==> config.mk <==
export PLATFORM = sky130hd
export DESIGN_NAME = wheel_odometry_velocity_estimator
export DESIGN_NICKNAME = d
export VERILOG_FILES = /design/src/wodo_pkg.sv /design/src/wodo_wrap_avg.sv /design/src/wodo_serial_mul.sv /design/src/wheel_odometry_velocity_estimator.sv
export SDC_FILE = /design/constraint.sdc
export NUM_CORES = 1
export LEC_CHECK = 0
export BUFFER_PORTS_ARGS = -buffer_cell sky130_fd_sc_hd__buf_2
export CAP_MARGIN = 20
export CORE_MARGIN = 4
export CORE_UTILIZATION = 48
export DETAILED_ROUTE_END_ITERATION = 6
export GPL_TIMING_DRIVEN = 0
export MAX_ROUTING_LAYER = met4
export PLACE_DENSITY = 0.66
export SLEW_MARGIN = 10
export SYNTH_ARGS = -nofsm -noshare
export SYNTH_HDL_FRONTEND = slang
export SYNTH_SLANG_ARGS = --single-unit
export TNS_END_PERCENT = 100
==> constraint.sdc <==
create_clock -name aclk -period 9.1 [get_ports aclk]
set_clock_uncertainty 0.2 [all_clocks]
set_input_delay 1.82 -clock aclk [delete_from_list [all_inputs] [get_ports aclk]]
set_output_delay 1.82 -clock aclk [all_outputs]
set_load 0.02 [all_outputs]
==> src/wodo_pkg.sv <==
`timescale 1ns / 1ps
// ----------------------------------------------------------------------------
// Wheel odometry package
// Shared constants, the sequencer state type and a saturation helper.
// ----------------------------------------------------------------------------
package wodo_pkg;

    localparam int ENCODER_BITS_DEF = 12;
    localparam int MPC_W            = 24;
    localparam logic [MPC_W-1:0] MPC_RESET = 24'd8192;
    localparam int ACC_W            = 48;
    localparam int OUT_W            = 32;
    localparam int MUL_AW           = 32;
    localparam int MUL_BW           = 24;
    localparam logic [MUL_BW-1:0] K085_Q16 = 24'd55706;

    typedef enum logic [3:0] {
        ST_IDLE,
        ST_MUL_DIST,
        ST_ACC,
        ST_MUL_VEL,
        ST_SUM,
        ST_VEL,
        ST_ACCEL,
        ST_JERK,
        ST_OUT
    } state_t;

    function automatic logic signed [OUT_W-1:0] sat32(input logic signed [41:0] x);
        logic signed [41:0] hi_lim;
        logic signed [41:0] lo_lim;
        hi_lim = 42'sd2147483647;
        lo_lim = -42'sd2147483648;
        if (x > hi_lim) begin
            return 32'sh7FFF_FFFF;
        end else if (x < lo_lim) begin
            return 32'sh8000_0000;
        end
        return x[OUT_W-1:0];
    endfunction

endpackage

==> src/wodo_wrap_avg.sv <==
`timescale 1ns / 1ps
// ----------------------------------------------------------------------------
// Wheel odometry wrap-corrected average
// Forms the wrap-corrected count delta of each wheel and their average,
// truncated towards zero. A zero stored reading gives no motion.
// ----------------------------------------------------------------------------
module wodo_wrap_avg #(
    parameter int ENCODER_BITS = wodo_pkg::ENCODER_BITS_DEF
) (
    input  logic [ENCODER_BITS-1:0]      cur_left,
    input  logic [ENCODER_BITS-1:0]      cur_right,
    input  logic [ENCODER_BITS-1:0]      last_left,
    input  logic [ENCODER_BITS-1:0]      last_right,
    output logic signed [ENCODER_BITS:0] avg
);

    localparam int DW = ENCODER_BITS + 2;
    localparam logic [ENCODER_BITS-1:0] LO_U = ENCODER_BITS'((1 << ENCODER_BITS) / 4);
    localparam logic [ENCODER_BITS-1:0] HI_U = ENCODER_BITS'(3 * ((1 << ENCODER_BITS) / 4));
    localparam logic signed [DW-1:0] FULL_S = DW'(1 << ENCODER_BITS);

    function automatic logic signed [DW-1:0] wrap_delta(
        input logic [ENCODER_BITS-1:0] cur,
        input logic [ENCODER_BITS-1:0] prev
    );
        logic signed [DW-1:0] c;
        logic signed [DW-1:0] p;
        c = {2'b00, cur};
        p = {2'b00, prev};
        if (cur < LO_U && prev > HI_U) begin
            return c + FULL_S - p;
        end else if (cur > HI_U && prev < LO_U) begin
            return c - FULL_S - p;
        end
        return c - p;
    endfunction

    logic signed [DW-1:0] sum;
    logic signed [DW-1:0] rounded;

    always_comb begin
        sum     = wrap_delta(cur_left, last_left) + wrap_delta(cur_right, last_right);
        rounded = sum + {{(DW-1){1'b0}}, sum[DW-1]};
        if (last_left == '0 || last_right == '0) begin
            avg = '0;
        end else begin
            avg = rounded[DW-1:1];
        end
    end

endmodule

==> src/wodo_serial_mul.sv <==
`timescale 1ns / 1ps
// ----------------------------------------------------------------------------
// Wheel odometry serial multiplier
// Signed by unsigned shift-and-add multiplier, one multiplier bit per cycle.
// ----------------------------------------------------------------------------
module wodo_serial_mul #(
    parameter int AW = wodo_pkg::MUL_AW,
    parameter int BW = wodo_pkg::MUL_BW
) (
    input  logic                 aclk,
    input  logic                 aresetn,
    input  logic                 start,
    input  logic signed [AW-1:0] a_in,
    input  logic [BW-1:0]        b_in,
    output logic                 done,
    output logic [AW+BW-1:0]     product
);

    localparam int CW = (BW > 1) ? $clog2(BW) : 1;
    localparam logic [CW-1:0] LAST = CW'(BW - 1);

    logic          busy_reg, busy_next;
    logic          done_reg, done_next;
    logic [CW-1:0] cnt_reg, cnt_next;
    logic signed [AW-1:0] a_reg, a_next;
    logic [BW-1:0] b_reg, b_next;
    logic signed [AW:0] hi_reg, hi_next;
    logic [BW-1:0] lo_reg, lo_next;
    logic signed [AW:0] addend;
    logic signed [AW:0] sum;

    always_comb begin
        addend    = b_reg[0] ? {a_reg[AW-1], a_reg} : '0;
        sum       = hi_reg + addend;
        busy_next = busy_reg;
        done_next = 1'b0;
        cnt_next  = cnt_reg;
        a_next    = a_reg;
        b_next    = b_reg;
        hi_next   = hi_reg;
        lo_next   = lo_reg;
        if (start) begin
            busy_next = 1'b1;
            cnt_next  = '0;
            a_next    = a_in;
            b_next    = b_in;
            hi_next   = '0;
            lo_next   = '0;
        end else if (busy_reg) begin
            hi_next  = {sum[AW], sum[AW:1]};
            lo_next  = {sum[0], lo_reg[BW-1:1]};
            b_next   = b_reg >> 1;
            cnt_next = cnt_reg + 1'b1;
            if (cnt_reg == LAST) begin
                busy_next = 1'b0;
                done_next = 1'b1;
            end
        end
    end

    always_ff @(posedge aclk) begin
        if (!aresetn) begin
            busy_reg <= 1'b0;
            done_reg <= 1'b0;
            cnt_reg  <= '0;
        end else begin
            busy_reg <= busy_next;
            done_reg <= done_next;
            cnt_reg  <= cnt_next;
        end
    end

    always_ff @(posedge aclk) begin
        a_reg  <= a_next;
        b_reg  <= b_next;
        hi_reg <= hi_next;
        lo_reg <= lo_next;
    end

    assign done    = done_reg;
    assign product = {hi_reg[AW-1:0], lo_reg};

endmodule

==> src/wheel_odometry_velocity_estimator.sv <==
`timescale 1ns / 1ps
// ----------------------------------------------------------------------------
// Wheel odometry velocity estimator
// Accumulates wheel distance and reports filtered velocity, acceleration and
// jerk at the end of each update window.
// ----------------------------------------------------------------------------
// Each input transfer carries the left and right encoder readings in
// s_axis_tdata and the window-end flag in s_axis_tlast. Transfers without
// tlast only update the stored readings and the distance accumulator and
// produce nothing on the master side. A transfer with tlast produces one
// output transfer carrying velocity, acceleration and jerk in signed Q15.16.
// An ordinary item occupies the block while the serial multiplier scales the
// count average by the meters-per-count register. A window-end item also
// runs the same multiplier a second pass for the velocity filter and may
// wait for the output register. s_axis_tready is high only while the block
// is idle. Reset clears the stored readings, the accumulator and the filter
// state, and sets meters-per-count to 8192. If the receiver stalls, the
// finished result waits in the output register and the block carries on
// accepting items; a second result waits until the first transfer completes.
// cfg_wr_en writes meters-per-count; the user must use it only while the
// block is idle, as the block itself does not enforce this.
// ----------------------------------------------------------------------------
module wheel_odometry_velocity_estimator #(
    parameter int ENCODER_BITS = wodo_pkg::ENCODER_BITS_DEF
) (
    input  logic                                  aclk,
    input  logic                                  aresetn,
    input  logic                                  cfg_wr_en,
    input  logic [wodo_pkg::MPC_W-1:0]            cfg_wr_data,
    input  logic                                  s_axis_tvalid,
    output logic                                  s_axis_tready,
    // left_count, right_count, zero padding
    input  logic [((2*ENCODER_BITS+7)/8)*8-1:0]   s_axis_tdata,
    input  logic                                  s_axis_tlast,
    output logic                                  m_axis_tvalid,
    input  logic                                  m_axis_tready,
    // velocity_q16, acceleration_q16, jerk_q16
    output logic [3*wodo_pkg::OUT_W-1:0]          m_axis_tdata
);

    localparam int EB    = ENCODER_BITS;
    localparam int AW    = wodo_pkg::MUL_AW;
    localparam int BW    = wodo_pkg::MUL_BW;
    localparam int ACC_W = wodo_pkg::ACC_W;
    localparam int OW    = wodo_pkg::OUT_W;

    wodo_pkg::state_t state_reg, state_next;

    logic [EB-1:0]          last_left_reg, last_left_next;
    logic [EB-1:0]          last_right_reg, last_right_next;
    logic signed [ACC_W-1:0] acc_reg, acc_next;
    logic signed [OW-1:0]   speed_reg, speed_next;
    logic signed [OW-1:0]   accel_reg, accel_next;
    logic [wodo_pkg::MPC_W-1:0] mpc_reg;
    logic                   wend_reg, wend_next;
    logic signed [57:0]     q_reg, q_next;
    logic signed [OW-1:0]   vnew_reg, vnew_next;
    logic signed [OW-1:0]   anew_reg, anew_next;
    logic signed [OW-1:0]   jerk_reg, jerk_next;
    logic [3*OW-1:0]        out_data_reg, out_data_next;
    logic                   m_tvalid_reg, m_tvalid_next;

    logic [EB-1:0]          in_left;
    logic [EB-1:0]          in_right;
    logic signed [EB:0]     avg;
    logic                   in_fire;
    logic                   out_free;

    logic                   mul_start;
    logic signed [AW-1:0]   mul_a;
    logic [BW-1:0]          mul_b;
    logic                   mul_done;
    logic [AW+BW-1:0]       mul_prod;

    logic signed [48:0]     acc_sum;
    logic signed [57:0]     p58;
    logic signed [57:0]     a58;
    logic signed [32:0]     diff_v;
    logic signed [32:0]     diff_a;
    logic signed [41:0]     dx_v;
    logic signed [41:0]     dx_a;

    assign in_left  = s_axis_tdata[EB-1:0];
    assign in_right = s_axis_tdata[2*EB-1:EB];
    assign in_fire  = s_axis_tvalid && s_axis_tready;
    assign out_free = !m_tvalid_reg || m_axis_tready;

    wodo_wrap_avg #(
        .ENCODER_BITS(ENCODER_BITS)
    ) u_wrap_avg (
        .cur_left   (in_left),
        .cur_right  (in_right),
        .last_left  (last_left_reg),
        .last_right (last_right_reg),
        .avg        (avg)
    );

    wodo_serial_mul #(
        .AW(AW),
        .BW(BW)
    ) u_mul (
        .aclk    (aclk),
        .aresetn (aresetn),
        .start   (mul_start),
        .a_in    (mul_a),
        .b_in    (mul_b),
        .done    (mul_done),
        .product (mul_prod)
    );

    always_comb begin
        state_next      = state_reg;
        last_left_next  = last_left_reg;
        last_right_next = last_right_reg;
        acc_next        = acc_reg;
        speed_next      = speed_reg;
        accel_next      = accel_reg;
        wend_next       = wend_reg;
        q_next          = q_reg;
        vnew_next       = vnew_reg;
        anew_next       = anew_reg;
        jerk_next       = jerk_reg;
        out_data_next   = out_data_reg;
        m_tvalid_next   = m_tvalid_reg && !m_axis_tready;
        s_axis_tready   = 1'b0;
        mul_start       = 1'b0;
        mul_a           = {{(AW-EB-1){avg[EB]}}, avg};
        mul_b           = mpc_reg;

        acc_sum = {acc_reg[ACC_W-1], acc_reg} + $signed(mul_prod[48:0]);
        p58     = {{9{mul_prod[48]}}, mul_prod[48:0]};
        a58     = {{10{acc_reg[ACC_W-1]}}, acc_reg};
        diff_v  = {vnew_reg[OW-1], vnew_reg} - {speed_reg[OW-1], speed_reg};
        diff_a  = {anew_reg[OW-1], anew_reg} - {accel_reg[OW-1], accel_reg};
        dx_v    = {{9{diff_v[32]}}, diff_v};
        dx_a    = {{9{diff_a[32]}}, diff_a};

        unique case (state_reg)
            wodo_pkg::ST_IDLE: begin
                s_axis_tready = 1'b1;
                if (s_axis_tvalid) begin
                    mul_start       = 1'b1;
                    last_left_next  = in_left;
                    last_right_next = in_right;
                    wend_next       = s_axis_tlast;
                    state_next      = wodo_pkg::ST_MUL_DIST;
                end
            end
            wodo_pkg::ST_MUL_DIST: begin
                if (mul_done) begin
                    state_next = wodo_pkg::ST_ACC;
                end
            end
            wodo_pkg::ST_ACC: begin
                if (acc_sum[48] != acc_sum[47]) begin
                    acc_next = acc_sum[48] ? {1'b1, {(ACC_W-1){1'b0}}}
                                           : {1'b0, {(ACC_W-1){1'b1}}};
                end else begin
                    acc_next = acc_sum[ACC_W-1:0];
                end
                if (wend_reg) begin
                    mul_start  = 1'b1;
                    mul_a      = speed_reg;
                    mul_b      = wodo_pkg::K085_Q16;
                    state_next = wodo_pkg::ST_MUL_VEL;
                end else begin
                    state_next = wodo_pkg::ST_IDLE;
                end
            end
            wodo_pkg::ST_MUL_VEL: begin
                if (mul_done) begin
                    state_next = wodo_pkg::ST_SUM;
                end
            end
            wodo_pkg::ST_SUM: begin
                q_next     = p58 + (a58 <<< 8) + (a58 <<< 7) + 58'sd32768;
                state_next = wodo_pkg::ST_VEL;
            end
            wodo_pkg::ST_VEL: begin
                vnew_next  = wodo_pkg::sat32(q_reg[57:16]);
                state_next = wodo_pkg::ST_ACCEL;
            end
            wodo_pkg::ST_ACCEL: begin
                anew_next  = wodo_pkg::sat32((dx_v <<< 3) + (dx_v <<< 1));
                state_next = wodo_pkg::ST_JERK;
            end
            wodo_pkg::ST_JERK: begin
                jerk_next  = wodo_pkg::sat32((dx_a <<< 3) + (dx_a <<< 1));
                state_next = wodo_pkg::ST_OUT;
            end
            wodo_pkg::ST_OUT: begin
                if (out_free) begin
                    out_data_next = {jerk_reg, anew_reg, vnew_reg};
                    m_tvalid_next = 1'b1;
                    speed_next    = vnew_reg;
                    accel_next    = anew_reg;
                    acc_next      = '0;
                    state_next    = wodo_pkg::ST_IDLE;
                end
            end
            default: begin
                state_next = wodo_pkg::ST_IDLE;
            end
        endcase
    end

    always_ff @(posedge aclk) begin
        if (!aresetn) begin
            state_reg      <= wodo_pkg::ST_IDLE;
            last_left_reg  <= '0;
            last_right_reg <= '0;
            acc_reg        <= '0;
            speed_reg      <= '0;
            accel_reg      <= '0;
            mpc_reg        <= wodo_pkg::MPC_RESET;
            m_tvalid_reg   <= 1'b0;
        end else begin
            state_reg      <= state_next;
            last_left_reg  <= last_left_next;
            last_right_reg <= last_right_next;
            acc_reg        <= acc_next;
            speed_reg      <= speed_next;
            accel_reg      <= accel_next;
            m_tvalid_reg   <= m_tvalid_next;
            if (cfg_wr_en) begin
                mpc_reg <= cfg_wr_data;
            end
        end
    end

    always_ff @(posedge aclk) begin
        wend_reg     <= wend_next;
        q_reg        <= q_next;
        vnew_reg     <= vnew_next;
        anew_reg     <= anew_next;
        jerk_reg     <= jerk_next;
        out_data_reg <= out_data_next;
    end

    assign m_axis_tvalid = m_tvalid_reg;
    assign m_axis_tdata  = out_data_reg;

    a_mul_done_in_mul_state: assert property (@(posedge aclk) disable iff (!aresetn)
        mul_done |-> (state_reg == wodo_pkg::ST_MUL_DIST || state_reg == wodo_pkg::ST_MUL_VEL))
        else $error("Multiplier finished outside a multiply state.");

    a_result_waits: assert property (@(posedge aclk) disable iff (!aresetn)
        (state_reg == wodo_pkg::ST_OUT && m_tvalid_reg && !m_axis_tready)
        |=> (state_reg == wodo_pkg::ST_OUT))
        else $error("Result overwrote a transfer still pending.");

    a_accel_matches_output: assert property (@(posedge aclk) disable iff (!aresetn)
        (state_reg == wodo_pkg::ST_OUT && out_free)
        |=> (accel_reg == m_axis_tdata[2*OW-1:OW] && m_axis_tvalid))
        else $error("Stored acceleration differs from the value sent.");

    a_accept_starts_multiply: assert property (@(posedge aclk) disable iff (!aresetn)
        in_fire |=> (state_reg == wodo_pkg::ST_MUL_DIST))
        else $error("Accepted transfer did not start the distance multiply.");

endmodule
==> impl_metrics.ini <==
[logic_synthesis]
syn-num-nets = 4095
synth_flop_cell = edfxtp_1
synth_edf_count = 291
ys_seq_elements = 519
postSynthCellCount = 3643
yosysWarnings = 0
avgSynthCellArea_um2 = 9.49
synth_seq_area_share = 0.385
synthArstFlopShare = 0
synthDistinctLibCells = 84
syn_area_um2 = 34600

[layout]
antenna_cells = 0
final_util = 0.540
layout_commonest_cell = nand2_1
largest_reg_flops = 96
drive_gt1_frac = 0.0835
area_growth_pct = 11.7
mostFrequentLayoutCells = nand2_1 (403), ha_1 (342), edfxtp_1 (291)
fin_nets = 4319
stdcell_area_um2 = 38600

[clock_network]
postCtsHoldBufs = 0
h-tree-depth = 2
cts_sinks = 519
insertion_delay_ns = 0.63
clk_pin_slew_worst_paths_ns = 0.06
cts_resized = 0
root_buffer = clkbuf_16
cts_buffer_depth = 3
post-cts-setup-buffer-count = 0
cts_buffers = 57
cts_tree = yes

[grt]
grt_overflow = 0
grt_pass1_wl_mm = 133
grt_max_degree = 52
antenna_found_initial = 2
grtUsageTotal = 0.218
grt_pass1_vias = 25265

[timing]
finalCritPeriodShare = 0.821
hold_viol = 0
period_minus_slack_ns = 7.47
tightest_slew_ns = 1.07
setup_viol_count_final = 0
max_slew_margin = 0.278
max_freq_mhz = 134
drv_slew = 0
fin_tns_setup_ns = 0
rsz0062_at_grt = no

[setup_path]
critPathMaxFanout = 10
worstSetupEndpointType = register
startpoint_type = register
arrival_ns = 7.63
crit_type = reg -> reg
cp.required_ns = 9.25

[floorplanning]
rows = 98
die-area_um2 = 76400
die_y_um = 276
chipWidth_um = 276
io_pins = 152
coreArea_um2 = 71500
start_util = 0.484

[place]
dp_hpwl_mm = 66.1
port_buffers = 150
routabilityCongestion = 0.937
place_area_um2 = 36700

[run_status]
outcome = finished clean

[route]
ant_nets = 0
totalWireLength_mm = 83.8
vias_per_cell = 5.44
via_count = 26475
wl_per_cell_um = 17.2
drcViolationCount = 0
drtIter0Drc = 1677
drt_pass1_iterations = 5

[min_path]
hold_class = reg -> reg

[power]
powerDensity_nw_per_um2 = 213
ir_worst_vdd_mv = 0.149
leakagePower_nw = 16.3
design_power_total_mw = 8.24

[run]
cap_violations = 0
-- final timing paths --
path,to,from,cells past startpoint,slack (ns)
worst max-delay path,jerk_reg[25],anew_reg[1],27,1.63
worst min-delay path,m_axis_tdata[90],jerk_reg[26],0,0.22
worst max register to register,jerk_reg[25],anew_reg[1],27,1.63
worst min register to register,m_axis_tdata[90],jerk_reg[26],0,0.22
-- report_power, final --
group	internal (mW)	leakage [nW]	switching, mW
Clock	1.33	0.911	0.989
Sequential	2.83	4.52	0.253
Combinational	1.16	10.9	1.68
Total	5.31	16.3	2.92
-- kinds of logic after synthesis --
kind of cell             Yosys count  synth area share
AO/OA/AOI/OAI                   1019             0.195
XOR/XNOR                         249            0.0639
adder cells (fa/ha/maj)          398             0.156
buffers and inverters            320            0.0363
flip-flops                       519             0.385
multiplexers                      68            0.0197
AND/OR/NAND/NOR                 1070             0.144
-- metrics by stage --
stage	instances	hold slack (ns)	setup slack [ns]
after floorplan	3643	0.200	2.51
after global placement	4743	0.201	1.59
after detailed placement	4757	0.205	1.59
after CTS	4864	0.217	1.57
after global routing	4865	0.223	1.15
final	4865	0.219	1.63
-- cell type report --
type / count / area [um2]
Clock buffer: 76 / 1600
Fill cell: 6481 / 32900
Sequential cell: 519 / 13300
Inverter: 191 / 717
Buffer: 129 / 542
Timing Repair Buffer: 165 / 932
Clock inverter: 31 / 280
Tap cell: 950 / 1190
Multi-Input combinational cell: 2804 / 20100
-- critical path: stages (launching register included) --
cell,delay [ns]
edfxtp_1,0.44
ha_1,0.29
nor2b_1,0.14
o31a_1,0.27
o31a_1,0.30
o21ai_0,0.20
a21boi_0,0.15
o21ai_0,0.22
a21boi_0,0.15
o21ai_0,0.21
a21boi_0,0.17
o31ai_1,0.33
or4b_2,0.61
o311ai_0,0.19
ha_1,0.39
a21oi_1,0.18
o21ai_0,0.11
a221oi_1,0.28
nor2b_1,0.08
a31o_2,0.24
o41ai_1,0.56
o41a_1,0.23
o21ba_2,0.17
xnor2_1,0.07
nand3_1,0.09
o31a_1,0.22
clkbuf_1,0.54
o21ai_1,0.16
-- Yosys cell counts (107+ instances only) --
cell,instances,share of area
dfxtp_1,228,0.13
a21oi_1,222,0.032
nand2_1,403,0.044
inv_1,190,0.021
a21boi_0,108,0.023
ha_1,342,0.12
edfxtp_1,291,0.25
xnor2_1,156,0.040
a21o_1,185,0.040
clkbuf_1,107,0.012
nor2_1,244,0.026
o21ai_0,177,0.026
-- metal layers --
| layer | vias up | part of all wire | global-route usage |
|---|---|---|---|
| met5 | - | 0 | - |
| met3 | 125 | 0.038 | 0.0271 |
| met1 | 12348 | 0.45 | 0.279 |
| met4 | 0 | 0.031 | 0.0628 |
| met2 | 454 | 0.48 | 0.366 |
| li1 | 13548 | - | - |
Note: power is estimated with default switching activity, not from simulation.
